`src/rtl/mwee_pkg.sv`:
```
// Shared types and constants for the Microwire serial EEPROM unit.
package mwee_pkg;

  localparam int unsigned STORE_BYTES = 128;
  localparam int unsigned ROWS        = STORE_BYTES / 2;
  localparam int unsigned ROW_W       = $clog2(ROWS);
  localparam int unsigned ADDR_W      = $clog2(STORE_BYTES);
  localparam int unsigned CAS_W       = 9;
  localparam int unsigned BYTE_W      = 8;
  localparam int unsigned DATA_W      = 2 * BYTE_W;
  localparam int unsigned COUNT_W     = 5;

  localparam logic [COUNT_W-1:0] COUNT_MAX       = '1;
  localparam logic [COUNT_W-1:0] CMD_BITS_WORD   = COUNT_W'(8);
  localparam logic [COUNT_W-1:0] CMD_BITS_BYTE   = COUNT_W'(9);
  localparam logic [COUNT_W-1:0] DATA_BITS_WORD  = COUNT_W'(DATA_W);
  localparam logic [COUNT_W-1:0] DATA_BITS_BYTE  = COUNT_W'(BYTE_W);
  localparam logic [ROW_W-1:0]   ROW_LAST        = ROW_W'(ROWS - 1);

  typedef enum logic [1:0] {
    PIN_CS   = 2'd0,
    PIN_CLK  = 2'd1,
    PIN_DI   = 2'd2,
    PIN_NONE = 2'd3
  } pin_sel_e;

  typedef enum logic [2:0] {
    PH_IDLE,
    PH_START,
    PH_CMD,
    PH_READ,
    PH_DATA,
    PH_DONE
  } phase_e;

  typedef enum logic [2:0] {
    CMD_NONE,
    CMD_READ,
    CMD_WRITE,
    CMD_ERASE,
    CMD_WRAL,
    CMD_ERAL,
    CMD_LOCK,
    CMD_UNLOCK
  } cmd_e;

  typedef enum logic [1:0] {
    MW_EXT   = 2'd0,
    MW_WRITE = 2'd1,
    MW_READ  = 2'd2,
    MW_ERASE = 2'd3
  } mw_op_e;

  typedef enum logic [1:0] {
    SUB_LOCK   = 2'd0,
    SUB_WRAL   = 2'd1,
    SUB_ERAL   = 2'd2,
    SUB_UNLOCK = 2'd3
  } mw_sub_e;

  typedef enum logic [2:0] {
    DS_HOLD,
    DS_CLEAR,
    DS_LOAD,
    DS_SHIFT_ONE,
    DS_SHIFT_DI
  } ds_op_e;

  typedef enum logic [2:0] {
    MEM_NONE,
    MEM_RD_CELL,
    MEM_WR_CELL_ONES,
    MEM_WR_CELL_DATA,
    MEM_RD_ROW,
    MEM_WR_ROW_ONES,
    MEM_WR_ROW_AND
  } mem_op_e;

  typedef struct packed {
    logic    word_mode;
    logic    di;
    logic    cas_clr;
    logic    cas_shift;
    logic    decode_load;
    logic    bump;
    ds_op_e  ds_op;
    mem_op_e mem_op;
    logic    row_inc;
  } dp_cmd_t;

  typedef struct packed {
    logic    cmd_done;
    logic    data_done;
    logic    count_zero;
    mw_op_e  op;
    mw_sub_e sub;
    logic    ds_msb;
    logic    row_last;
  } dp_stat_t;

endpackage

```
`src/rtl/mwee_ram.sv`:
```
// Generic single-write, single-read RAM with registered read data.
module mwee_ram #(
  parameter int unsigned Width = 8,
  parameter int unsigned Depth = 64
) (
  input  logic                     clk_i,
  input  logic                     we_i,
  input  logic [$clog2(Depth)-1:0] waddr_i,
  input  logic [Width-1:0]         wdata_i,
  input  logic                     re_i,
  input  logic [$clog2(Depth)-1:0] raddr_i,
  output logic [Width-1:0]         rdata_o
);

  logic [Width-1:0] mem [Depth];
  logic [Width-1:0] rdata_q;

  always_ff @(posedge clk_i) begin
    if (we_i) begin
      mem[waddr_i] <= wdata_i;
    end
    if (re_i) begin
      rdata_q <= mem[raddr_i];
    end
  end

  assign rdata_o = rdata_q;

endmodule

```
`src/rtl/mwee_dp.sv`:
```
// Datapath: command/address and data shift registers, bit counter and the two byte banks.
module mwee_dp (
  input  logic               clk_i,
  input  logic               rst_ni,
  input  mwee_pkg::dp_cmd_t  cmd_i,
  output mwee_pkg::dp_stat_t stat_o
);

  logic [mwee_pkg::CAS_W-1:0]   cas_q, cas_d;
  logic [mwee_pkg::COUNT_W-1:0] count_q, count_d;
  logic [mwee_pkg::ADDR_W-1:0]  addr_q, addr_d;
  logic [mwee_pkg::DATA_W-1:0]  ds_q, ds_d;
  logic [mwee_pkg::ROW_W-1:0]   row_q, row_d;

  logic                          re;
  logic [mwee_pkg::ROW_W-1:0]    raddr;
  logic                          we_hi, we_lo;
  logic [mwee_pkg::ROW_W-1:0]    waddr;
  logic [mwee_pkg::BYTE_W-1:0]   wd_hi, wd_lo;
  logic [mwee_pkg::BYTE_W-1:0]   rd_hi, rd_lo;
  logic [mwee_pkg::BYTE_W-1:0]   rd_byte, mask_hi;
  logic [mwee_pkg::DATA_W-1:0]   cell_val;
  logic [mwee_pkg::ROW_W-1:0]    cell_row;
  mwee_pkg::mw_op_e              op;

  assign op       = cmd_i.word_mode ? mwee_pkg::mw_op_e'(cas_q[7:6])
                                    : mwee_pkg::mw_op_e'(cas_q[8:7]);
  assign cell_row = cmd_i.word_mode ? addr_q[mwee_pkg::ROW_W-1:0]
                                    : addr_q[mwee_pkg::ADDR_W-1:1];
  assign cell_val = (cmd_i.mem_op == mwee_pkg::MEM_WR_CELL_ONES) ? '1 : ds_q;
  assign rd_byte  = addr_q[0] ? rd_lo : rd_hi;
  assign mask_hi  = cmd_i.word_mode ? ds_q[mwee_pkg::DATA_W-1:mwee_pkg::BYTE_W]
                                    : ds_q[mwee_pkg::BYTE_W-1:0];

  always_comb begin
    re    = 1'b0;
    raddr = row_q;
    we_hi = 1'b0;
    we_lo = 1'b0;
    waddr = row_q;
    wd_hi = '1;
    wd_lo = '1;
    case (cmd_i.mem_op)
      mwee_pkg::MEM_RD_CELL: begin
        re    = 1'b1;
        raddr = cell_row;
      end
      mwee_pkg::MEM_WR_CELL_ONES, mwee_pkg::MEM_WR_CELL_DATA: begin
        waddr = cell_row;
        if (cmd_i.word_mode) begin
          we_hi = 1'b1;
          we_lo = 1'b1;
          wd_hi = cell_val[mwee_pkg::DATA_W-1:mwee_pkg::BYTE_W];
          wd_lo = cell_val[mwee_pkg::BYTE_W-1:0];
        end else begin
          we_hi = ~addr_q[0];
          we_lo = addr_q[0];
          wd_hi = cell_val[mwee_pkg::BYTE_W-1:0];
          wd_lo = cell_val[mwee_pkg::BYTE_W-1:0];
        end
      end
      mwee_pkg::MEM_RD_ROW: begin
        re = 1'b1;
      end
      mwee_pkg::MEM_WR_ROW_ONES: begin
        we_hi = 1'b1;
        we_lo = 1'b1;
      end
      mwee_pkg::MEM_WR_ROW_AND: begin
        we_hi = 1'b1;
        we_lo = 1'b1;
        wd_hi = rd_hi & mask_hi;
        wd_lo = rd_lo & ds_q[mwee_pkg::BYTE_W-1:0];
      end
      default: begin
        re = 1'b0;
      end
    endcase
  end

  always_comb begin
    cas_d   = cas_q;
    count_d = count_q;
    addr_d  = addr_q;
    ds_d    = ds_q;
    row_d   = row_q;

    if (cmd_i.cas_clr) begin
      cas_d = '0;
    end else if (cmd_i.cas_shift) begin
      cas_d = {cas_q[mwee_pkg::CAS_W-2:0], cmd_i.di};
    end

    if (cmd_i.cas_clr || cmd_i.decode_load) begin
      count_d = '0;
    end else if (cmd_i.bump && (count_q != mwee_pkg::COUNT_MAX)) begin
      count_d = count_q + mwee_pkg::COUNT_W'(1);
    end

    if (cmd_i.decode_load) begin
      if (op == mwee_pkg::MW_EXT) begin
        addr_d = '0;
      end else if (cmd_i.word_mode) begin
        addr_d = {1'b0, cas_q[mwee_pkg::ROW_W-1:0]};
      end else begin
        addr_d = cas_q[mwee_pkg::ADDR_W-1:0];
      end
    end

    case (cmd_i.ds_op)
      mwee_pkg::DS_CLEAR:     ds_d = '0;
      mwee_pkg::DS_LOAD:      ds_d = cmd_i.word_mode ? {rd_hi, rd_lo}
                                                     : {rd_byte, {mwee_pkg::BYTE_W{1'b1}}};
      mwee_pkg::DS_SHIFT_ONE: ds_d = {ds_q[mwee_pkg::DATA_W-2:0], 1'b1};
      mwee_pkg::DS_SHIFT_DI:  ds_d = {ds_q[mwee_pkg::DATA_W-2:0], cmd_i.di};
      default:                ds_d = ds_q;
    endcase

    if (cmd_i.row_inc) begin
      row_d = row_q + mwee_pkg::ROW_W'(1);
    end
  end

  always_ff @(posedge clk_i or negedge rst_ni) begin
    if (!rst_ni) begin
      cas_q   <= '0;
      count_q <= '0;
      addr_q  <= '0;
      ds_q    <= '0;
      row_q   <= '0;
    end else begin
      cas_q   <= cas_d;
      count_q <= count_d;
      addr_q  <= addr_d;
      ds_q    <= ds_d;
      row_q   <= row_d;
    end
  end

  mwee_ram #(
    .Width(mwee_pkg::BYTE_W),
    .Depth(mwee_pkg::ROWS)
  ) u_bank_hi (
    .clk_i  (clk_i),
    .we_i   (we_hi),
    .waddr_i(waddr),
    .wdata_i(wd_hi),
    .re_i   (re),
    .raddr_i(raddr),
    .rdata_o(rd_hi)
  );

  mwee_ram #(
    .Width(mwee_pkg::BYTE_W),
    .Depth(mwee_pkg::ROWS)
  ) u_bank_lo (
    .clk_i  (clk_i),
    .we_i   (we_lo),
    .waddr_i(waddr),
    .wdata_i(wd_lo),
    .re_i   (re),
    .raddr_i(raddr),
    .rdata_o(rd_lo)
  );

  always_comb begin
    stat_o.cmd_done   = count_q == (cmd_i.word_mode ? mwee_pkg::CMD_BITS_WORD
                                                    : mwee_pkg::CMD_BITS_BYTE);
    stat_o.data_done  = count_q == (cmd_i.word_mode ? mwee_pkg::DATA_BITS_WORD
                                                    : mwee_pkg::DATA_BITS_BYTE);
    stat_o.count_zero = count_q == '0;
    stat_o.op         = op;
    stat_o.sub        = cmd_i.word_mode ? mwee_pkg::mw_sub_e'(cas_q[5:4])
                                        : mwee_pkg::mw_sub_e'(cas_q[6:5]);
    stat_o.ds_msb     = ds_q[mwee_pkg::DATA_W-1];
    stat_o.row_last   = row_q == mwee_pkg::ROW_LAST;
  end

endmodule

```
`src/rtl/mwee_ctrl.sv`:
```
// Controller: handshakes, pin event detection, protocol phases and memory sequencing.
module mwee_ctrl (
  input  logic               clk_i,
  input  logic               rst_ni,
  input  logic               in_valid_i,
  output logic               in_ready_o,
  input  logic [1:0]         opcode_i,
  input  logic               pin_level_i,
  output logic               out_valid_o,
  input  logic               out_ready_i,
  output logic               data_out_o,
  input  logic               cfg_we_i,
  input  logic               cfg_wdata_i,
  output mwee_pkg::dp_cmd_t  cmd_o,
  input  mwee_pkg::dp_stat_t stat_i
);

  typedef enum logic [3:0] {
    S_CLEAR,
    S_IDLE,
    S_EVAL,
    S_CHECK,
    S_RDLOAD,
    S_PUT_ONES,
    S_PUT_DATA,
    S_FILL,
    S_AND_RD,
    S_AND_WR,
    S_EMIT
  } state_e;

  state_e            state_q, state_d;
  mwee_pkg::phase_e  phase_q, phase_d;
  mwee_pkg::cmd_e    cmd_q, cmd_d, dec_cmd;
  logic              locked_q, locked_d;
  logic              cs_q, cs_d;
  logic              clk_q, clk_d;
  logic              di_q, di_d;
  logic              mode_q, mode_d;
  logic [1:0]        opc_q, opc_d;
  logic              lvl_q, lvl_d;
  logic              out_valid_q, out_valid_d;
  logic              data_out_q, data_out_d;
  logic              cs_rise, cs_fall, clk_rise;

  assign cs_rise  = (opc_q == mwee_pkg::PIN_CS) && lvl_q && !cs_q;
  assign cs_fall  = (opc_q == mwee_pkg::PIN_CS) && !lvl_q && cs_q;
  assign clk_rise = (opc_q == mwee_pkg::PIN_CLK) && lvl_q && !clk_q;

  always_comb begin
    case (stat_i.op)
      mwee_pkg::MW_WRITE: dec_cmd = mwee_pkg::CMD_WRITE;
      mwee_pkg::MW_READ:  dec_cmd = mwee_pkg::CMD_READ;
      mwee_pkg::MW_ERASE: dec_cmd = mwee_pkg::CMD_ERASE;
      default: begin
        case (stat_i.sub)
          mwee_pkg::SUB_LOCK: dec_cmd = mwee_pkg::CMD_LOCK;
          mwee_pkg::SUB_WRAL: dec_cmd = mwee_pkg::CMD_WRAL;
          mwee_pkg::SUB_ERAL: dec_cmd = mwee_pkg::CMD_ERAL;
          default:            dec_cmd = mwee_pkg::CMD_UNLOCK;
        endcase
      end
    endcase
  end

  always_comb begin
    state_d     = state_q;
    phase_d     = phase_q;
    cmd_d       = cmd_q;
    locked_d    = locked_q;
    cs_d        = cs_q;
    clk_d       = clk_q;
    di_d        = di_q;
    mode_d      = mode_q;
    opc_d       = opc_q;
    lvl_d       = lvl_q;
    out_valid_d = out_valid_q;
    data_out_d  = data_out_q;

    cmd_o             = '0;
    cmd_o.word_mode   = mode_q;
    cmd_o.di          = di_q;
    cmd_o.ds_op       = mwee_pkg::DS_HOLD;
    cmd_o.mem_op      = mwee_pkg::MEM_NONE;

    if (cfg_we_i) begin
      mode_d = cfg_wdata_i;
    end
    if (out_valid_q && out_ready_i) begin
      out_valid_d = 1'b0;
    end

    case (state_q)
      S_CLEAR: begin
        cmd_o.mem_op  = mwee_pkg::MEM_WR_ROW_ONES;
        cmd_o.row_inc = 1'b1;
        if (stat_i.row_last) begin
          state_d = S_IDLE;
        end
      end
      S_IDLE: begin
        if (in_valid_i) begin
          opc_d   = opcode_i;
          lvl_d   = pin_level_i;
          state_d = S_EVAL;
        end
      end
      S_EVAL: begin
        state_d = S_EMIT;
        if (opc_q == mwee_pkg::PIN_CS) begin
          cs_d = lvl_q;
        end
        if (opc_q == mwee_pkg::PIN_CLK) begin
          clk_d = lvl_q;
        end
        if (opc_q == mwee_pkg::PIN_DI) begin
          di_d = lvl_q;
        end
        case (phase_q)
          mwee_pkg::PH_IDLE: begin
            if (cs_rise) begin
              phase_d = mwee_pkg::PH_START;
            end
          end
          mwee_pkg::PH_START: begin
            if (clk_rise && di_q) begin
              cmd_o.cas_clr = 1'b1;
              phase_d       = mwee_pkg::PH_CMD;
            end else if (cs_fall) begin
              phase_d = mwee_pkg::PH_IDLE;
            end
          end
          mwee_pkg::PH_CMD: begin
            if (clk_rise) begin
              cmd_o.cas_shift = 1'b1;
              cmd_o.bump      = 1'b1;
              state_d         = S_CHECK;
            end else if (cs_fall) begin
              phase_d = mwee_pkg::PH_IDLE;
            end
          end
          mwee_pkg::PH_READ: begin
            if (clk_rise) begin
              if (stat_i.count_zero) begin
                cmd_o.mem_op = mwee_pkg::MEM_RD_CELL;
                state_d      = S_RDLOAD;
              end else begin
                cmd_o.ds_op = mwee_pkg::DS_SHIFT_ONE;
                cmd_o.bump  = 1'b1;
              end
            end else if (cs_fall) begin
              phase_d = mwee_pkg::PH_IDLE;
            end
          end
          mwee_pkg::PH_DATA: begin
            if (clk_rise) begin
              cmd_o.ds_op = mwee_pkg::DS_SHIFT_DI;
              cmd_o.bump  = 1'b1;
              state_d     = S_CHECK;
            end else if (cs_fall) begin
              phase_d = mwee_pkg::PH_IDLE;
            end
          end
          default: begin
            if (cs_fall) begin
              phase_d = mwee_pkg::PH_IDLE;
            end
          end
        endcase
      end
      S_CHECK: begin
        state_d = S_EMIT;
        if (phase_q == mwee_pkg::PH_CMD) begin
          if (stat_i.cmd_done) begin
            cmd_o.decode_load = 1'b1;
            cmd_o.ds_op       = mwee_pkg::DS_CLEAR;
            cmd_d             = dec_cmd;
            case (dec_cmd)
              mwee_pkg::CMD_READ: phase_d = mwee_pkg::PH_READ;
              mwee_pkg::CMD_WRITE, mwee_pkg::CMD_WRAL: phase_d = mwee_pkg::PH_DATA;
              mwee_pkg::CMD_ERASE: begin
                if (locked_q) begin
                  phase_d = mwee_pkg::PH_IDLE;
                end else begin
                  phase_d = mwee_pkg::PH_DONE;
                  state_d = S_PUT_ONES;
                end
              end
              mwee_pkg::CMD_ERAL: begin
                if (locked_q) begin
                  phase_d = mwee_pkg::PH_IDLE;
                end else begin
                  phase_d = mwee_pkg::PH_DONE;
                  state_d = S_FILL;
                end
              end
              mwee_pkg::CMD_LOCK: begin
                locked_d = 1'b1;
                phase_d  = mwee_pkg::PH_IDLE;
              end
              default: begin
                locked_d = 1'b0;
                phase_d  = mwee_pkg::PH_IDLE;
              end
            endcase
          end
        end else if (stat_i.data_done) begin
          if (locked_q) begin
            phase_d = mwee_pkg::PH_IDLE;
          end else begin
            phase_d = mwee_pkg::PH_DONE;
            state_d = (cmd_q == mwee_pkg::CMD_WRITE) ? S_PUT_DATA : S_AND_RD;
          end
        end
      end
      S_RDLOAD: begin
        cmd_o.ds_op = mwee_pkg::DS_LOAD;
        cmd_o.bump  = 1'b1;
        state_d     = S_EMIT;
      end
      S_PUT_ONES: begin
        cmd_o.mem_op = mwee_pkg::MEM_WR_CELL_ONES;
        state_d      = S_EMIT;
      end
      S_PUT_DATA: begin
        cmd_o.mem_op = mwee_pkg::MEM_WR_CELL_DATA;
        state_d      = S_EMIT;
      end
      S_FILL: begin
        cmd_o.mem_op  = mwee_pkg::MEM_WR_ROW_ONES;
        cmd_o.row_inc = 1'b1;
        if (stat_i.row_last) begin
          state_d = S_EMIT;
        end
      end
      S_AND_RD: begin
        cmd_o.mem_op = mwee_pkg::MEM_RD_ROW;
        state_d      = S_AND_WR;
      end
      S_AND_WR: begin
        cmd_o.mem_op  = mwee_pkg::MEM_WR_ROW_AND;
        cmd_o.row_inc = 1'b1;
        state_d       = stat_i.row_last ? S_EMIT : S_AND_RD;
      end
      S_EMIT: begin
        if (!out_valid_q || out_ready_i) begin
          out_valid_d = 1'b1;
          data_out_d  = !((phase_q == mwee_pkg::PH_READ) && !stat_i.ds_msb);
          state_d     = S_IDLE;
        end
      end
      default: begin
        state_d = S_IDLE;
      end
    endcase
  end

  always_ff @(posedge clk_i or negedge rst_ni) begin
    if (!rst_ni) begin
      state_q     <= S_CLEAR;
      phase_q     <= mwee_pkg::PH_IDLE;
      cmd_q       <= mwee_pkg::CMD_NONE;
      locked_q    <= 1'b1;
      cs_q        <= 1'b0;
      clk_q       <= 1'b0;
      di_q        <= 1'b0;
      mode_q      <= 1'b1;
      opc_q       <= '0;
      lvl_q       <= 1'b0;
      out_valid_q <= 1'b0;
      data_out_q  <= 1'b1;
    end else begin
      state_q     <= state_d;
      phase_q     <= phase_d;
      cmd_q       <= cmd_d;
      locked_q    <= locked_d;
      cs_q        <= cs_d;
      clk_q       <= clk_d;
      di_q        <= di_d;
      mode_q      <= mode_d;
      opc_q       <= opc_d;
      lvl_q       <= lvl_d;
      out_valid_q <= out_valid_d;
      data_out_q  <= data_out_d;
    end
  end

  assign in_ready_o  = state_q == S_IDLE;
  assign out_valid_o = out_valid_q;
  assign data_out_o  = data_out_q;

endmodule

```
`src/rtl/microwire_serial_eeprom_unit.sv`:
```
// Top level of the Microwire serial EEPROM unit: controller plus datapath.
// A beat is accepted in S_IDLE and evaluated in S_EVAL, and its DO beat is offered from S_EMIT;
// clock edges that shift command or write-data bits also pass through S_CHECK, the read-word load
// through S_RDLOAD, and a single erase or write through S_CHECK and S_PUT_ONES or S_PUT_DATA.
// A DO beat left waiting stalls input. Erase-all adds a pass over the rows, one row per cycle;
// write-all adds one with a read and a write per row. Reset leaves the device idle, locked and in
// 16-bit word mode, then fills the store with ones in a pass during which no beat is taken.
module microwire_serial_eeprom_unit (
  input  logic       clk_i,
  input  logic       rst_ni,
  input  logic       in_valid_i,
  output logic       in_ready_o,
  input  logic [1:0] opcode_i,
  input  logic       pin_level_i,
  output logic       out_valid_o,
  input  logic       out_ready_i,
  output logic       data_out_o,
  input  logic       cfg_we_i,
  input  logic       cfg_wdata_i
);

  mwee_pkg::dp_cmd_t  dp_cmd;
  mwee_pkg::dp_stat_t dp_stat;

  mwee_ctrl u_ctrl (
    .clk_i      (clk_i),
    .rst_ni     (rst_ni),
    .in_valid_i (in_valid_i),
    .in_ready_o (in_ready_o),
    .opcode_i   (opcode_i),
    .pin_level_i(pin_level_i),
    .out_valid_o(out_valid_o),
    .out_ready_i(out_ready_i),
    .data_out_o (data_out_o),
    .cfg_we_i   (cfg_we_i),
    .cfg_wdata_i(cfg_wdata_i),
    .cmd_o      (dp_cmd),
    .stat_i     (dp_stat)
  );

  mwee_dp u_dp (
    .clk_i (clk_i),
    .rst_ni(rst_ni),
    .cmd_i (dp_cmd),
    .stat_o(dp_stat)
  );

endmodule
```
`config.mk`:
```
export PLATFORM = sky130hd
export DESIGN_NAME = microwire_serial_eeprom_unit
export DESIGN_NICKNAME = d
export VERILOG_FILES = /design/src/rtl/mwee_pkg.sv /design/src/rtl/mwee_ram.sv /design/src/rtl/mwee_dp.sv /design/src/rtl/mwee_ctrl.sv /design/src/rtl/microwire_serial_eeprom_unit.sv
export SDC_FILE = /design/constraint.sdc
export NUM_CORES = 2
export LEC_CHECK = 0
export BUFFER_PORTS_ARGS = -buffer_cell sky130_fd_sc_hd__buf_2
export CORE_MARGIN = 4
export CORE_UTILIZATION = 40
export CTS_CLUSTER_DIAMETER = 150
export DETAILED_ROUTE_END_ITERATION = 10
export GPL_TIMING_DRIVEN = 0
export PLACE_DENSITY = 0.62
export SYNTH_ARGS = -nofsm -noshare
export SYNTH_HDL_FRONTEND = slang
export SYNTH_HIERARCHICAL = 1
export SYNTH_SLANG_ARGS = --single-unit
```
`constraint.sdc`:
```
create_clock -name clk_i -period 6.5 [get_ports clk_i]
set_clock_uncertainty 0.1 [all_clocks]
set_input_delay 0.65 -clock clk_i [delete_from_list [all_inputs] [get_ports clk_i]]
set_output_delay 0.65 -clock clk_i [all_outputs]
set_load 0.05 [all_outputs]
```
== Word-level counts from Yosys, hierarchy flattened ==
Memory sizes are Yosys's and may differ from the RTL's. A register that Yosys moved wholly into a read port is not among the register bits.
Cells that the tools add are included.
Operators by class
  $add $sub $neg: 2
  equal/unequal tests: 50
  mux-type cells: 86
  bitwise logic cells: 4
  reduce and logical (&&, ||, !) cells: 48
Operator list (count)
  4-bit two-way mux: 16
  16-bit case mux with 4 select lines: 1
  3-bit case mux with 3 select lines: 4
  4-bit case mux with 9 select lines: 1
  16-bit two-way mux: 2
  8-bit case mux with 2 select lines: 2
  3-bit two-way mux: 10
  3-bit by 2-bit == test with 1-bit output, second input constant: 9
  3-bit == test, second input constant: 8
  8-bit two-way mux: 3
  1-bit two-way mux: 21
  7-bit two-way mux: 3
  6-bit two-way mux: 3
  9-bit two-way mux: 2
  3-bit case mux with 6 select lines: 1
  8-bit AND: 2
  4-bit by 3-bit == test with 1-bit output, second input constant: 4
  4-bit case mux with 2 select lines: 2
  5-bit two-way mux: 3
  2-bit OR reduction: 7
  3-bit by 1-bit == test with 1-bit output, second input constant: 4
  4-bit == test, second input constant: 3
  3-bit case mux with 2 select lines: 2
  5-bit == test: 2
  32 further kinds: 75
Word-level totals
  register bits: 63
  memory bits (writable): 1024
  input bits: 9
  output and inout bits: 3
  word-level logic and storage cells: 209
  memories: 2
Memory list
  u_dp.u_bank_hi.mem: words 64, bits a word 8, rd ports 1, clocked after Yosys merged registers in 1, write ports 1, RTL line mwee_ram.sv:15  | logic [Width-1:0] mem [Depth];
  u_dp.u_bank_lo.mem: words 64, bits a word 8, rd ports 1, clocked after Yosys merged registers in 1, write ports 1, RTL line mwee_ram.sv:15

== Longest topological paths before layout ==
  depth in word-level cells: 11
  mapped depth: 19
  gate-level depth less buffers: 14

== By module ==
Netlist, hierarchy kept.
By module, submodules not included
  mwee_ram at u_dp.u_bank_hi: times used 1, cells an instance 972, area an instance 20270.7 um2, seq. area each 15615.0 um2
  mwee_ram at u_dp.u_bank_lo: times used 1, cells an instance 940, area an instance 20246.9 um2, seq. area each 15615.0 um2
  mwee_dp: times used 1, cells an instance 352, area an instance 3094.2 um2, seq. area each 1076.0 um2
  mwee_ctrl: times used 1, cells an instance 183, area an instance 1551.5 um2, seq. area each 504.2 um2

== Worst setup path after synthesis ==
OpenSTA, ideal clock, no wires.
  path type: flip-flop to flip-flop
  start: register u_ctrl.state_q[0]
  end: memory u_dp.u_bank_hi.mem[0][5] (data pin)
  library setup time: 0.702 ns
  data arrival time: 4.457 ns
  data required time: 5.698 ns
  slack: 1.241 ns
  cell stages (with the launch flop): 9
  buffers on the path: 2
  period minus slack after synthesis: 5.259 ns
  cells stage by stage: dfrtp_1 nor4b_2 nand2_1 o22ai_1 and3b_1 clkbuf_1 buf_2 nor2_1 o21ai_0
RTL lines
  from (decl): RTL line mwee_ctrl.sv:32  | state_e state_q, state_d;
  from (signal assigned): RTL line mwee_ctrl.sv:273  | state_q <= state_d;
  to (decl): RTL line mwee_ram.sv:15

==> summary.txt <==
Run status
  – Outcome: finished clean

Clocking
  – CTS Sinks: 1,103
  – CTS buffer count: 107
  – Maximum clock insertion buffer count: 3
  – CTS Root Cell: clkbuf_16
  – CTS tree: yes
  – Clk_lat worst skew: 0.68 ns
  – H-tree depth: 3
  – Clk slew on worst S/H paths: 0.07 ns
  – Post-CTS Setup Inserts: 0

Worst setup path
  – Crit-path most repeated cell: buf_2
  – Reg2reg path depth: 18
  – CP Launch Type: register
  – Worst path cell trace: inv_1, ha_1, nand2b_1, nor3_1, nand3_1, o22ai_1, nor3b_1, buf_2, nor2_1, a21oi_1, buf_4, buf_2, buf_4, buf_2, nor2_1, nor4_1, nor3_1, o32ai_1
  – WP data required: 6.78 ns
  – Critical Path Max Stage Delay: 0.68 ns
  – Arr. time, crit path: 6.78 ns
  – Worst path slowest cell: o32ai_1
  – RR Startpoint: u_dp/count_q[0]$_DFFE_PN0P_
  – Crit end category: register
  – Critical path class: reg2reg
  – Flop-to-flop setup slack: 0.004 ns
  – R2r endpoint: u_dp/u_bank_lo/rdata_o[6]$_DFFE_PP_
  – Critical Path Fanout Max: 10

Timing
  – Slew Limit Fails: 0
  – Slew margin rel.: 2.280%
  – RSZ-0062 raised after global routing: true
  – # setup viols final: 0
  – Tmin final: 6.496 ns
  – Final Cycle Share: 99.94%
  – Maximum clock rate: 153.9 MHz
  – Setup TNS: 0 ns
  – Least-Margin Pin Slew: 1.450 ns
  – Final hold vios: 0

Place
  – Detail Placement HPWL: 77.90 mm
  – PortBufs: 11
  – GPL Wtd Cong: 0.9173

Power and ir drop
  – Leakage Power: 14.04 nW
  – Overall power: 13.89 mW
  – Cell Pwr Density: 271.4 mW/mm^2
  – Peak VDD IR: 234.6 uV

Synth
  – Library cells used by synthesis: 86
  – Register area share after synthesis: 72.65%
  – Cells after Synth: 2,447
  – Yosys reg bits: 1,103
  – Area contributors post-synth: edfxtp_1 (69%), mux4_2 (12%), dfrtp_1 (3.3%)
  – Post-synth top area share: 69.15%
  – Synthesized area: 0.04516 mm^2
  – Syn Nets: 2,463
  – EDFF count, synth: 1,040
  – Synth area leader: edfxtp_1
  – Post-synth ARST share: 5.712%
  – Avg Inst Size Synth: 18.46 um^2
  – Synth Flop Type: edfxtp_1
  – Synth cell count leaders: edfxtp_1 (1,040), mux4_2 (250), nor2_1 (224), nand2_1 (87), mux2i_1 (76)
  – Synth Warn #: 6
  – Top-count cell post-synth: edfxtp_1

Min path
  – Hold_sp: opcode_i[0]
  – Worst hold stages: 2
  – HP Class: in2reg
  – Hold Crit Endpoint: u_ctrl/opc_q[0]$_DFFE_PN0P_

Finish
  – Share of cells above drive strength 1: 22.47%
  – Fillers: 9,483
  – Final Net Count: 2,603
  – Area delta synth->final: 13.35%

Floorplan
  – IO Count: 12
  – FP Rows: 123
  – Die Span Y: 344.0 um
  – Starting Density: 40.20%
  – Die Area: 0.1184 mm^2
  – Core area: 0.1123 mm^2
  – DIE WIDTH: 344.0 um

Global route
  – Vias in the first global route: 24,510
  – Overflow after GRT: 0
  – Initial antenna violation count: 1
  – Global router's overall resource usage: 19.45%
  – First-pass GRT wire length: 168.4 mm
  – Largest net degree at the start of global routing: 64

Detailed routing
  – DR iter-0 viols: 3,016
  – DRT Wirelength: 115.8 mm
  – DRC violations left: 0
  – Via count: 24,680
  – Drt pass-1 iters: 7
  – Per-cell routed wire length: 27.73 um
  – Post-route ant nets: 0
  – Drt via density: 5.908

Flow run
  – Max_cap viols: 0
## state kept, by name, indices dropped and copies added (netlist names), 2 cells and up
signal,flops
u_dp/u_bank_lo/rdata_o,8
u_ctrl/opc_q,2
u_dp/ds_q,16
u_dp/u_bank_hi/rdata_o,8
u_dp/row_q,6
u_dp/cas_q,9
u_ctrl/cmd_q,3
u_dp/u_bank_lo/mem,512
u_ctrl/state_q,4
u_dp/u_bank_hi/mem,512
u_dp/addr_q,7
u_ctrl/phase_q,3
u_dp/count_q,5
## power breakdown
| group | leakage (nW) | switching, mW | internal, mW |
|---|---|---|---|
| clock | 1.70 | 2.63 | 3.58 |
| combinational | 4.13 | 0.0204 | 0.0105 |
| sequential | 8.22 | 0.000490 | 7.66 |
## per-stage QoR
stage          std cells  cell area, um^2  setup WS, ns  hold WS [ns]  utilization (%)
2_1_floorplan       2447            45160         1.241        0.2544                -
3_3_place_gp        3958            47100        -2.977        0.3666            41.92
3_5_place_dp        3977            47640       -0.2365        0.3800            42.40
4_1_cts             4175            51160       0.03406       0.05670            45.54
5_1_grt             4175            51190      -0.04331       0.07618            45.56
6_report            4177            51190      0.004168       0.09055            45.57
## metal layers
metal | up-vias | GRT usage, % | share of wire [%]
li1 | 10230 | - | -
met1 | 12950 | 26.97 | 40
met2 | 1242 | 31.27 | 47
met3 | 259 | 3.597 | 8.6
met4 | 0 | 6.520 | 3.7
met5 | - | 0 | 0
## cell type report
type,instances,area [um^2],area share (%)
Antenna cell,2,5.005,0.009776
Sequential cell,1103,32810,64.09
Buffer,146,839.6,1.640
Timing Repair Buffer,31,493.0,0.9630
Clock inverter,65,670.6,1.310
Multi-Input combinational cell,1182,11600,22.66
Tap cell,1500,1877,3.666
Clock buffer,132,2835,5.538
Inverter,16,60.06,0.1173
## placed cells by master, fill, tap and decap left out, types with 13 or more instances in the layout
master,instances
edfxtp_1,1040
clkbuf_1,79
o221ai_1,16
a21oi_1,16
buf_4,27
o22ai_1,35
clkinv_1,24
dfrtp_1,60
inv_1,13
buf_2,51
buf_12,16
nand2b_1,29
nor2b_1,37
a22o_1,18
o21ai_0,52
mux4_2,250
a221oi_1,21
clkinv_2,14
mux2_2,24
nor3_1,19
clkbuf_16,110
mux2i_1,76
nor2_1,224
nand2_1,79
nand3_1,50
## logic make-up (layout without fill, tap and decap cells)
family / after synthesis / count (layout) / share of synthesized area [%]
AO/OA/AOI/OAI: 269 / 269 / 4.205
flip-flops: 1103 / 1103 / 72.65
adder cells (fa/ha/maj): 7 / 7 / 0.1939
AND/OR/NAND/NOR: 536 / 536 / 5.693
other: 0 / 2 / 0
XOR/XNOR: 10 / 10 / 0.1939
buffers and inverters: 162 / 390 / 1.984
multiplexers: 360 / 360 / 15.08
## timing repair
item,in CTS,in global routing
pin swaps,0,0
hold buffers,1,0
endpoints found under the hold margin,38,0
resized for setup,2,11
endpoints found under the setup margin,2,6
## worst max-delay path by stage
stage | from | cells past startpoint | to | slack (ns)
final | u_dp/count_q[0]$_DFFE_PN0P_ | 18 | u_dp/u_bank_lo/rdata_o[6]$_DFFE_PP_ | 0.004
after global routing | u_dp/count_q[0]$_DFFE_PN0P_ | 18 | u_dp/u_bank_lo/rdata_o[6]$_DFFE_PP_ | -0.04
after CTS | u_dp/count_q[0]$_DFFE_PN0P_ | 17 | u_dp/u_bank_lo/rdata_o[3]$_DFFE_PP_ | 0.03
after detailed placement | u_dp/count_q[0]$_DFFE_PN0P_ | 17 | u_dp/u_bank_lo/rdata_o[3]$_DFFE_PP_ | -0.24
after global placement | u_dp/count_q[0]$_DFFE_PN0P_ | 11 | u_dp/u_bank_hi/mem[14][6]$_DFFE_PP_ | -2.98
after floorplan | u_ctrl/state_q[0]$_DFFE_PN0P_ | 8 | u_dp/u_bank_hi/mem[0][5]$_DFFE_PP_ | 1.24
## worst max-delay path: cells and delay by family (launching register included)
kind,cells,cell delay (ns)
DFF,1,0.44
adders and majority gates,1,0.15
AOI/OAI and AO/OA,3,1.72
and+or+nand+nor,8,1.92
buffers and inverters,6,1.82
Power figures use the tool's default switching activity.
